<file path="src/hdl/binary_to_decimal_ascii_top_assert.svh">
// Assertion macros shared by the converter RTL.
// Each check is sampled on the rising edge of aclk and is off while aresetn is low.
`ifndef BINARY_TO_DECIMAL_ASCII_TOP_ASSERT_SVH
`define BINARY_TO_DECIMAL_ASCII_TOP_ASSERT_SVH

// Same-cycle implication.
`define B2DA_ASSERT(lbl, ant, cons, msg) \
    lbl: assert property (@(posedge aclk) disable iff (!aresetn) (ant) |-> (cons)) \
        else $error(msg);

// Next-cycle implication.
`define B2DA_ASSERT_NEXT(lbl, ant, cons, msg) \
    lbl: assert property (@(posedge aclk) disable iff (!aresetn) (ant) |=> (cons)) \
        else $error(msg);

`endif

</file>
<file path="src/hdl/b2da_pkg.sv">
package b2da_pkg;

    // Width of the binary input value.
    localparam int VALUE_WIDTH = 16;

    // Decimal digits needed for the largest value: floor(W * log10(2)) + 1.
    localparam int NUM_DIGITS = ((VALUE_WIDTH * 1233) >> 12) + 1;
    localparam int CNT_W      = $clog2(NUM_DIGITS + 1);
    localparam int IDX_W      = $clog2(NUM_DIGITS);

    // Division by ten as a multiplication by a rounded-up reciprocal.
    // Four extra fraction bits keep the quotient exact over the whole range.
    localparam int RECIP_SHIFT = VALUE_WIDTH + 4;
    localparam int RECIP_W     = VALUE_WIDTH + 1;
    localparam int PROD_W      = VALUE_WIDTH + RECIP_W;
    localparam logic [RECIP_W-1:0] RECIP =
        RECIP_W'(((64'd1 << RECIP_SHIFT) + 64'd9) / 64'd10);

    // ASCII character output.
    localparam int CHAR_W = 6;
    localparam logic [CHAR_W-1:0] ASCII_ZERO = 6'd48;

    typedef logic [3:0] digit_t;
    typedef digit_t [NUM_DIGITS-1:0] digits_t;

    // Contents of one pipeline stage.
    typedef struct packed {
        logic [VALUE_WIDTH-1:0] val;   // quotient still to be split up
        digits_t                digs;  // digits found so far, least significant at 0
        logic [CNT_W-1:0]       cnt;   // number of significant digits
        logic                   done;  // cnt is settled
    } stage_t;

endpackage

</file>
<file path="src/hdl/binary_to_decimal_ascii_top.sv">
// Binary to decimal ASCII converter.
// Input channel: s_valid / s_ready with s_value, an unsigned binary number.
// Output channel: m_valid / m_ready with m_digit_char, one ASCII digit per word,
// most significant first with no leading zeros, and m_last on the final digit.
// A value of zero gives the single word '0' with m_last set.
// The value runs through a pipeline of NUM_DIGITS stages (five for a 16-bit value),
// each of which splits off one decimal digit with a multiply by the reciprocal of ten.
// A final serializer register then sends the digits one word per cycle while m_ready
// is high. An accepted value passes through every stage register before the serializer.
// Throughput: one value per cycle into the pipeline while stage 0 can advance; the
// serializer sends one word per digit, 1 to 5 words per value, and loads the next
// value as the last word of the previous one leaves.
// When the receiver stalls, the serializer holds its word and the pipeline fills up.
// Once the pipeline is full, s_ready drops. No word is lost or repeated.
// Reset (aresetn low, synchronous) empties the pipeline and the serializer.
// No state carries from one value to the next.
`include "binary_to_decimal_ascii_top_assert.svh"

module binary_to_decimal_ascii_top (
    input  logic                             aclk,
    input  logic                             aresetn,
    input  logic                             s_valid,
    output logic                             s_ready,
    input  logic [b2da_pkg::VALUE_WIDTH-1:0] s_value,
    output logic                             m_valid,
    input  logic                             m_ready,
    output logic [b2da_pkg::CHAR_W-1:0]      m_digit_char,
    output logic                             m_last
);
    import b2da_pkg::*;

    localparam int N = NUM_DIGITS;

    stage_t             stage_reg  [N];
    stage_t             stage_next [N];
    logic   [N-1:0]     vld_reg;
    logic   [N-1:0]     vld_next;
    logic   [N-1:0]     adv;

    logic   [PROD_W-1:0]      prod [N];
    logic   [VALUE_WIDTH-1:0] quo  [N];
    digit_t                   rem  [N];
    stage_t                   stage_in [N];

    logic                     ser_vld_reg;
    digits_t                  ser_digs_reg;
    logic   [IDX_W-1:0]       ser_idx_reg;
    logic                     ser_ready;
    logic                     ser_final;

    // Serializer takes a new value when empty or when its last word leaves.
    assign ser_final = (ser_idx_reg == '0);
    assign ser_ready = !ser_vld_reg || (m_ready && ser_final);

    // Stage advance: a stage moves when it is empty or the one after it moves.
    always_comb begin
        adv[N-1] = !vld_reg[N-1] || ser_ready;
        for (int i = N - 2; i >= 0; i--) begin
            adv[i] = !vld_reg[i] || adv[i+1];
        end
    end

    assign s_ready = adv[0];

    // Each stage divides its value by ten and stores the remainder as one digit.
    always_comb begin
        for (int i = 0; i < N; i++) begin
            if (i == 0) begin
                stage_in[i]  = '0;
                stage_in[i].val = s_value;
                vld_next[i]  = s_valid;
            end else begin
                stage_in[i]  = stage_reg[i-1];
                vld_next[i]  = vld_reg[i-1];
            end
            prod[i] = PROD_W'(stage_in[i].val) * PROD_W'(RECIP);
            quo[i]  = VALUE_WIDTH'(prod[i] >> RECIP_SHIFT);
            rem[i]  = stage_in[i].val[3:0] - (4'(quo[i] << 3) + 4'(quo[i] << 1));

            stage_next[i]         = stage_in[i];
            stage_next[i].val     = quo[i];
            stage_next[i].digs[i] = rem[i];
            // The first stage that leaves a zero quotient fixes the digit count.
            if (!stage_in[i].done && (quo[i] == '0)) begin
                stage_next[i].cnt  = CNT_W'(i + 1);
                stage_next[i].done = 1'b1;
            end
        end
    end

    // Pipeline and serializer control.
    always_ff @(posedge aclk) begin
        if (!aresetn) begin
            vld_reg     <= '0;
            ser_vld_reg <= 1'b0;
        end else begin
            for (int i = 0; i < N; i++) begin
                if (adv[i]) begin
                    vld_reg[i] <= vld_next[i];
                end
            end
            if (ser_ready) begin
                ser_vld_reg <= vld_reg[N-1];
            end
        end
    end

    // Pipeline and serializer payload.
    always_ff @(posedge aclk) begin
        for (int i = 0; i < N; i++) begin
            if (adv[i]) begin
                stage_reg[i] <= stage_next[i];
            end
        end
        if (ser_ready) begin
            ser_digs_reg <= stage_reg[N-1].digs;
            ser_idx_reg  <= IDX_W'(stage_reg[N-1].cnt - 1'b1);
        end else if (m_ready) begin
            ser_idx_reg  <= ser_idx_reg - 1'b1;
        end
    end

    // Output word: the digit at the current index, most significant first.
    assign m_valid      = ser_vld_reg;
    assign m_digit_char = ASCII_ZERO + {2'b00, ser_digs_reg[ser_idx_reg]};
    assign m_last       = ser_final;

    // Checks on the converter's own logic.
    `B2DA_ASSERT(a_char_range, m_valid,
        (m_digit_char >= ASCII_ZERO) && (m_digit_char <= ASCII_ZERO + 6'd9),
        "output word is not a decimal digit")
    `B2DA_ASSERT(a_count_set, vld_reg[N-1],
        stage_reg[N-1].done && (stage_reg[N-1].cnt != '0),
        "digit count not settled at the end of the pipeline")
    `B2DA_ASSERT_NEXT(a_run_continues, m_valid && m_ready && !m_last,
        m_valid && (ser_idx_reg == $past(ser_idx_reg) - 1'b1),
        "digit run broken before its last word")
    `B2DA_ASSERT_NEXT(a_tail_holds, vld_reg[N-1] && !ser_ready,
        vld_reg[N-1] && $stable(stage_reg[N-1]),
        "final stage changed while the serializer was busy")

endmodule
</file>
<file path="config.mk">
export PLATFORM = sky130hd
export DESIGN_NAME = binary_to_decimal_ascii_top
export DESIGN_NICKNAME = d
export VERILOG_FILES = /design/src/hdl/b2da_pkg.sv /design/src/hdl/binary_to_decimal_ascii_top.sv
export VERILOG_INCLUDE_DIRS = /design/src /design/src/hdl
export SDC_FILE = /design/constraint.sdc
export NUM_CORES = 1
export LEC_CHECK = 0
export ABC_AREA = 1
export BUFFER_PORTS_ARGS = -buffer_cell sky130_fd_sc_hd__buf_2
export CAP_MARGIN = 25
export CORE_ASPECT_RATIO = 0.6
export CORE_MARGIN = 2
export CORE_UTILIZATION = 55
export CTS_CLUSTER_DIAMETER = 30
export DETAILED_ROUTE_END_ITERATION = 16
export PLACE_DENSITY = 0.71
export REMOVE_ABC_BUFFERS = 1
export SLEW_MARGIN = 30
export SYNTH_ARGS = -nofsm -noshare
export SYNTH_HDL_FRONTEND = slang
export SYNTH_SLANG_ARGS = --single-unit
</file>
<file path="constraint.sdc">
create_clock -name aclk -period 6.4 [get_ports aclk]
set_clock_uncertainty 0.15 [all_clocks]
set_input_delay 0.96 -clock aclk [delete_from_list [all_inputs] [get_ports aclk]]
set_output_delay 0.96 -clock aclk [all_outputs]
set_load 0.02 [all_outputs]
</file>
==> results.md, run 1 <==
- Number of distinct library cells after synthesis: 47
- TritonCTS buffer count: 17
- CP delay by family, top: adder cells
- CTS clk-pin slew, worst paths: 0.07 ns
- Cell Area, Synth: 29,100 µm²
- GRT overflow: 0
- Post-synth EDFFs: 149
- Vias: 22,615
- TritonCTS clock tree: done
- First-pass GRT wire length: 123 mm
- Unrepaired setup endpoints after global routing: no
- Critical-path cell list: ha_1, inv_1, fa_1, inv_1, fa_1, inv_1, fa_1, inv_1, fa_1, ha_1, ha_1, a21oi_1, o21ai_0, a21oi_1, nand3b_1, nand2_1, inv_1, ha_1, xnor2_1, xnor2_1, xor2_1, inv_1
- Die X: 301 µm
- Via density per instance: 5.26
- Synth warn: 0
- Initial Util: 0.555
- Critical path startpoint category: flip-flop
- Busiest grt layer: met1
- H-Tree Level Count: 4
- CP arrival: 6.15 ns
- DIE HEIGHT: 182 µm
- Met2 usage in global routing: 0.336
- Fin. max-slew vios: 0
- Pin count of the biggest net entering global routing: 36
- Initial antenna violation count: 0
- Most common cell on crit path: inv_1
- Endpoints failing setup: 0
- Async S/R FF share, synth: 0
- Initial DRT Pass Iterations: 6
- IO Pins: 29
- Area Growth Syn to Fin: 7.08%
- Top cells by count, synth: inv_1 (929), nand2_1 (666), ha_1 (644)
- Core ar.: 52,400 µm²
- Worst hold path type: reg -> reg
- Critical path peak fanout: 5
- Final WS setup: 0.291 ns
- DP Wirelength: 69.5 mm
- Least-Margin Pin Slew: 0.966 ns
- Initial detailed-routing violation count: 2,017
- Shortest period the worst path allows: 6.11 ns
- CP max stage cell: edfxtp_1
- Critical path data required time: 6.44 ns
- Slowest stage delay, CP: 0.58 ns
- Die area: 54,700 µm²
- Max FFs per register: 126
- Tcrit/Tclk final: 0.955
- Ant diodes: 0
- Share of Yosys cell area claimed by the top area cell type: 0.277
- Vias in the first global route: 21,806
- Mapped Cells: 3,481
- Avg Cell Area, Syn: 8.35 µm²
- Maxcap violations: 0
- Yosys top cell by area: ha_1
- Drt total wl: 77.6 mm
- Final GP Congestion: 1.02
- Prevailing post-synth register cell: edfxtp_1
- Final Hold Fails: 0
- Clock Tree Root: clkbuf_16
- Sequential fraction of the synthesis area: 0.158
- Met3 Usage GRT: 0.130
- Type of the worst setup path: reg -> reg
- Residual DRC count: 0
- Post-synthesis register bit count: 155
- Sinks on Clock Net: 155
- Setup TNS: 0 ns
- Avg WL per Cell: 18.0 µm
- Std cell rows: 65
- Share of cells above drive strength 1: 0.0431
- # nets final: 4,564
- Slew HR: 0.348
- Port bufs: 26
- Bufs and invs on worst path: 6
- Crit end category: flip-flop
- Met1 usage: 0.494
- Clk_lat worst skew: 0.43 ns
- Largest cells by area after synthesis: ha_1 (28%), fa_1 (22%), edfxtp_1 (15%), inv_1 (12%), nand2_1 (8.6%)
- Total GRT Usage: 0.294
- F_max: 164 MHz
- Worst slack, placed: 0.0673 ns
- Status: complete, no violations
- Antenna Nets Post-Route: 0
- Clk buf depth: 2
- Most common cell in the netlist: inv_1
==> final cells by class <==
| class | instances | area (µm²) |
|---|---|---|
| tap | 703 | 880 |
| clock buffer | 17 | 425 |
| fill | 4770 | 21300 |
| inverter | 934 | 3510 |
| clock inverter | 15 | 183 |
| timing repair buffer | 87 | 588 |
| multi-input combinational | 2388 | 20900 |
| sequential | 155 | 4590 |
==> path summary, 6_finish.rpt <==
check                            to  cells past startpoint  slack (ns)         startpoint
setup / recovery   stage_reg[0][48]                     22        0.29   stage_reg[0][32]
hold / removal    stage_reg[0][162]                      0        0.27  stage_reg[0][125]
setup reg to reg   stage_reg[0][48]                     22        0.29   stage_reg[0][32]
hold reg to reg   stage_reg[0][162]                      0        0.27  stage_reg[0][125]
==> worst register-to-register path: stages (launching register included) <==
cell and delay (ns):
edfxtp_1 0.58, ha_1 0.47, inv_1 0.09, fa_1 0.50, inv_1 0.05, fa_1 0.47, inv_1 0.05, fa_1 0.48
inv_1 0.05, fa_1 0.43, ha_1 0.33, ha_1 0.34, a21oi_1 0.26, o21ai_0 0.19, a21oi_1 0.25, nand3b_1 0.11
nand2_1 0.20, inv_1 0.11, ha_1 0.20, xnor2_1 0.13, xnor2_1 0.19, xor2_1 0.18, inv_1 0.06
==> stage by stage <==
stage / hold WS (ns) / util / area (µm²) / std cells
4_1_cts: 0.270 / 0.594 / 31100 / 4298
3_5_place_dp: 0.255 / 0.582 / 30500 / 4266
6_report: 0.268 / 0.594 / 31100 / 4299
3_3_place_gp: 0.251 / 0.582 / 30500 / 4266
5_1_grt: 0.274 / 0.594 / 31100 / 4299
2_1_floorplan: 0.250 / - / 29000 / 3477
==> routing by layer <==
layer	up-vias	share of wire
met5	-	0.0013
met4	2	0.0044
met3	30	0.14
met1	10586	0.53
met2	908	0.32
li1	11089	-
==> layout by cell type, fill, tap and decap left out, types with 26 or more instances in the layout <==
master    instances
a21oi_1         148
buf_2            26
buf_4            61
edfxtp_1        149
fa_1            317
ha_1            643
inv_1           928
nand2_1         666
nand3_1         110
nand4_1          28
nor2_1          214
nor3_1           35
o21ai_0          64
xor2_1           28
==> repair_timing <==
| action | CTS | global route |
|---|---|---|
| hold buffers | 0 | 0 |
| endpoints found under the setup margin | 0 | 5 |
| buffers inserted | 0 | 1 |
| gates resized for setup | 0 | 2 |
==> logic make-up after synthesis <==
group / after synthesis / synth area share
AOI/OAI and AO/OA: 266 / 0.0509
xor gates and xnor gates: 50 / 0.0151
adders and majority gates: 961 / 0.496
buffers and inverters: 939 / 0.122
DFF: 155 / 0.158
other: 1 / 0.000129
and+or+nand+nor: 1109 / 0.158
Power of run 1 is left out: the tool's default activity adds up to more than one toggle a clock period on the data nets, which glitch-free logic cannot reach.
==> run 2, diff against run 1 <==
Settings changed: CORE_UTILIZATION 55 to 50, PLACE_DENSITY 0.71 to 0.65.
==> results.md, run 2 (synthesized netlist as in run 1, its figures left out) <==
- Initial detailed-routing violation count: 2,252 (+12%)
- Vias: 22,505 (-0.49%)
- Std cell rows: 68 (+4.6%)
- Total GRT Usage: 0.271 (-0.0227)
- Initial antenna violation count: 1 (+1)
- TritonCTS buffer count: 17 (unchanged)
- Max FFs per register: 126 (unchanged)
- Commonest cells after routing, fill and taps aside: inv_1 (928), nand2_1 (665), ha_1 (644), fa_1 (317), nor2_1 (214)
- H-Tree Level Count: 4 (unchanged)
- Final GP Congestion: 1.03 (+0.44%)
- Ant diodes: 0 (unchanged)
- Shortest period the worst path allows: 6.23 ns (+0.125 ns)
- Worst hold path type: reg -> reg
- IO Pins: 29 (unchanged)
- CTS clk-pin slew, worst paths: 0.07 ns (about the same)
- Least-Margin Pin Slew: 0.688 ns (-0.278 ns)
- Residual DRC count: 0 (unchanged)
- DIE HEIGHT: 191 µm (+4.8%)
- Slew HR: 0.536 (+0.188)
- Hold Buf Count CTS: 0 (unchanged)
- Final Hold Fails: 0 (unchanged)
- Clk buf depth: 2 (unchanged)
- CP arrival: 6.26 ns (+0.11 ns)
- Critical path peak fanout: 5 (unchanged)
- DP Wirelength: 70.0 mm (+0.83%)
- Worst slack, placed: 0.125 ns (+0.0579 ns)
- Clock Tree Root: clkbuf_16
- Unrepaired setup endpoints after global routing: no
- Sinks on Clock Net: 155 (unchanged)
- Crit end category: flip-flop
- Antenna Nets Post-Route: 0 (unchanged)
- Initial DRT Pass Iterations: 6 (unchanged)
- Fin. max-slew vios: 0 (unchanged)
- Area Growth Syn to Fin: 7.47%
- Drt total wl: 78.4 mm (+1.1%)
- Initial Util: 0.506 (-0.0488)
- Die area: 60,100 µm² (+9.8%)
- Tcrit/Tclk final: 0.974 (+0.0195)
- Pin count of the biggest net entering global routing: 35 (-2.8%)
- Avg WL per Cell: 18.0 µm (-0.49%)
- GRT overflow: 0 (unchanged)
- Status: complete, no violations
- First-pass GRT wire length: 124 mm (+0.88%)
- Final WS setup: 0.166 ns (-0.125 ns)
- Via density per instance: 5.15 (-2.0%)
- # nets final: 4,564 (unchanged)
- Clk_lat worst skew: 0.44 ns (about the same)
- Core ar.: 57,400 µm² (+9.7%)
- Most common cell after layout, fill and taps aside: inv_1
- Critical path startpoint category: flip-flop
- TritonCTS clock tree: done
- Maxcap violations: 0 (unchanged)
- F_max: 160 MHz (-2.0%)
- Port bufs: 26 (unchanged)
- Reg-to-reg slack, setup: 0.17 ns (-0.12 ns)
- Share of cells above drive strength 1: 0.0428 (-0.000278)
- Setup TNS: 0 ns (unchanged)
- Vias in the first global route: 21,437 (-1.7%)
- Critical path data required time: 6.42 ns (-0.02 ns)
- Endpoints failing setup: 0 (unchanged)
- Die X: 315 µm (+4.8%)
- Type of the worst setup path: reg -> reg
run 2: cell types whose count changed in the layout (fill, tap and decap cells not counted), sizes merged:
cell,change
bufinv,+2
clkbuf,+1
clkinv,-3
clkinvlp,+2
inv,-2
run 2: layout make-up:
| cell class | count | area [µm²] |
|---|---|---|
| repair buffers | 87 | 588 |
| clock buffers | 18 | 429 |
| fillers | 5490 | 26200 |
| multi-input cells | 2388 | 20900 |
| clock inverters | 14 | 209 |
| flip-flops and latches | 155 | 4590 |
| inverters | 934 | 3510 |
| well taps | 770 | 963 |
run 2: metal layers:
metal	vias to the layer above	GRT usage	wire (µm)
li1	11104	-	-
met1	10543	0.470	43000
met2	826	0.314	25700
met3	28	0.0870	9310
met4	4	0.0216	294
met5	-	0.0219	177
run 2: path summary, 6_finish.rpt:
path                                         from           endpoint  cells past startpoint
worst max-delay path            stage_reg[0][142]  stage_reg[0][150]                     24
worst min-delay path            stage_reg[0][124]  stage_reg[0][161]                      0
worst max register to register  stage_reg[0][142]  stage_reg[0][150]                     24
worst min register to register  stage_reg[0][124]  stage_reg[0][161]                      0
run 2: through the flow:
stage	util	hold slack [ns]	cell area (µm²)	instances
after detailed placement	0.532	0.255	30600	4332
after CTS	0.543	0.258	31200	4364
final	0.544	0.259	31200	4366
after floorplan	-	0.250	29000	3477
after global placement	0.532	0.251	30600	4332
after global routing	0.544	0.263	31200	4366
run 2: what timing repair did:
action,in CTS,in global routing
setup buffers,0,2
setup endpoints to repair,0,3
resized for setup,0,4
run 2: critical path: stages (launching register included):
cell	delay, ns
edfxtp_1	0.53
ha_1	0.54
inv_1	0.11
fa_1	0.56
inv_1	0.05
fa_1	0.48
inv_1	0.06
fa_1	0.49
inv_1	0.05
fa_1	0.59
ha_1	0.28
ha_1	0.32
nand2_1	0.09
o21ai_0	0.35
inv_1	0.08
nand2_1	0.11
inv_1	0.06
nand2_1	0.06
nand2_1	0.04
nand2_1	0.15
nand2_1	0.11
nor2_1	0.11
nand2_1	0.07
nor2_1	0.36
a21oi_1	0.13
Power of run 2 is left out for the same reason.
==> run 3, diff against run 2 <==
Settings changed: CELL_PAD_IN_SITES_DETAIL_PLACEMENT from default to 0, CELL_PAD_IN_SITES_GLOBAL_PLACEMENT from default to 1, PLACE_DENSITY 0.65 to default, PLACE_DENSITY_LB_ADDON from default to 0.1.
==> results.md, run 3 (synthesized netlist as in run 1, its figures left out) <==
- Status: complete, no violations
- Final GP Congestion: 1.07 (+4.8%)
- Area Growth Syn to Fin: 7.43% (about the same)
- Shortest period the worst path allows: 6.12 ns (-0.110 ns)
- Critical path data required time: 6.45 ns (+0.03 ns)
- Initial detailed-routing violation count: 1,731 (-23%)
- First-pass GRT wire length: 129 mm (+4.7%)
- Tcrit/Tclk final: 0.957 (-0.0172)
- DP Wirelength: 74.0 mm (+5.7%)
- Critical path peak fanout: 5 (unchanged)
- CP arrival: 6.17 ns (-0.09 ns)
- Sinks on Clock Net: 155 (unchanged)
- Critical path startpoint category: flip-flop
- CTS clk-pin slew, worst paths: 0.08 ns (about the same)
- F_max: 163 MHz (+1.8%)
- Hold path cells: 0 (unchanged)
- R2R depth: 21 (-13%)
- Commonest cells after routing, fill and taps aside: inv_1 (928), nand2_1 (666), ha_1 (642), fa_1 (317), nor2_1 (214)
- Worst reg2reg path endpoint: stage_reg[0][88]
- Most common cell after layout, fill and taps aside: inv_1
- # nets final: 4,564 (unchanged)
- TritonCTS clock tree: done
- Ant diodes: 0 (unchanged)
- Initial antenna violation count: 0 (-1)
- Worst hold path type: reg -> reg
- Residual DRC count: 0 (unchanged)
- FF-to-FF Start: stage_reg[0][68]
- Initial DRT Pass Iterations: 6 (unchanged)
- Final Hold Fails: 0 (unchanged)
- Crit end category: flip-flop
- Share of cells above drive strength 1: 0.0428 (unchanged)
- Clock Tree Root: clkbuf_16
- Reg-to-reg slack, setup: 0.28 ns (+0.11 ns)
- Clk buf depth: 2 (unchanged)
- Avg WL per Cell: 18.9 µm (+5.0%)
- Least-Margin Pin Slew: 0.859 ns (+0.171 ns)
- Worst slack, placed: 0.0254 ns (-0.0998 ns)
- TritonCTS buffer count: 17 (unchanged)
- Min Hold Slack: 0.264 ns (+0.00499 ns)
- Std cell rows: 68 (unchanged)
- Type of the worst setup path: reg -> reg
- Pin count of the biggest net entering global routing: 36 (+2.9%)
- Endpoints failing setup: 0 (unchanged)
- H-Tree Level Count: 4 (unchanged)
- Total GRT Usage: 0.284 (+0.0130)
- Fin. max-slew vios: 0 (unchanged)
- Drt total wl: 82.3 mm (+5.0%)
- Vias: 22,759 (+1.1%)
- Die area: 60,100 µm² (unchanged)
- Maxcap violations: 0 (unchanged)
- Slew HR: 0.424 (-0.112)
- Max FFs per register: 126 (unchanged)
- Final WS setup: 0.276 ns (+0.110 ns)
- Via density per instance: 5.21 (+1.1%)
- Clk_lat worst skew: 0.45 ns (about the same)
- DIE HEIGHT: 191 µm (unchanged)
- Port bufs: 26 (unchanged)
- Initial Util: 0.506 (unchanged)
- Core ar.: 57,400 µm² (unchanged)
- Worst Setup SP: stage_reg[0][68]
- Vias in the first global route: 22,564 (+5.3%)
- CP endpoint: stage_reg[0][88]
- Die X: 315 µm (unchanged)
- IO Pins: 29 (unchanged)
- Antenna Nets Post-Route: 0 (unchanged)
- GRT overflow: 0 (unchanged)
-- run 3: changes by cell type in the layout (fill, tap and decap cells not counted), sizes merged --
cell      delta
bufinv       -2
clkinv       +5
clkinvlp     -4
inv          +1
-- run 3: worst min path at each step --
stage | from | to | slack [ns]
floorplan | stage_reg[0][152] | ser_digs_reg[0] | 0.25
global placement | stage_reg[0][123] | stage_reg[0][160] | 0.25
detailed placement | stage_reg[0][159] | ser_digs_reg[7] | 0.25
CTS | stage_reg[0][120] | stage_reg[0][157] | 0.26
global route | stage_reg[0][83] | stage_reg[0][120] | 0.28
finish | stage_reg[0][120] | stage_reg[0][157] | 0.26
-- run 3: final cells by class --
cell class / count / area [µm²]
clock buffer: 18 / 429
clock inverter: 14 / 195
fill: 5431 / 26200
inverter: 934 / 3510
multi-input combinational: 2388 / 20900
sequential: 155 / 4590
tap: 770 / 963
timing repair buffer: 87 / 588
-- run 3: timing repair --
action                     4_1_cts  5_1_grt
resized for setup                0        3
setup endpoints to repair        0        2
buffers inserted                 0        6
hold buffers                     0        0
-- run 3: critical path, stage by stage (launching register included) --
cell and delay (ns):
edfxtp_1 0.55, ha_1 0.52, inv_1 0.09, fa_1 0.48, inv_1 0.05, fa_1 0.48
inv_1 0.05, fa_1 0.47, inv_1 0.05, fa_1 0.60, ha_1 0.27, ha_1 0.31
nand2_1 0.15, inv_1 0.10, a21oi_1 0.22, nand2_1 0.13, o21bai_1 0.19, xnor2_1 0.38
buf_4 0.21, inv_1 0.08, ha_1 0.21, xnor2_1 0.13
-- run 3: through the flow --
step,util,TNS (ns),std cells,instance area (µm²)
final,0.544,0,4366,31200
after global routing,0.544,-0.00742,4366,31200
after CTS,0.543,0,4360,31200
after detailed placement,0.532,0,4328,30500
after global placement,0.532,0,4328,30500
after floorplan,-,0,3477,29000
-- run 3: routing by layer --
metal,track usage,share of wire
met1,0.478,0.55
met2,0.342,0.34
met3,0.101,0.11
met4,0.0218,0.0049
met5,0.00812,0.00085
Power of run 3 is left out for the same reason.
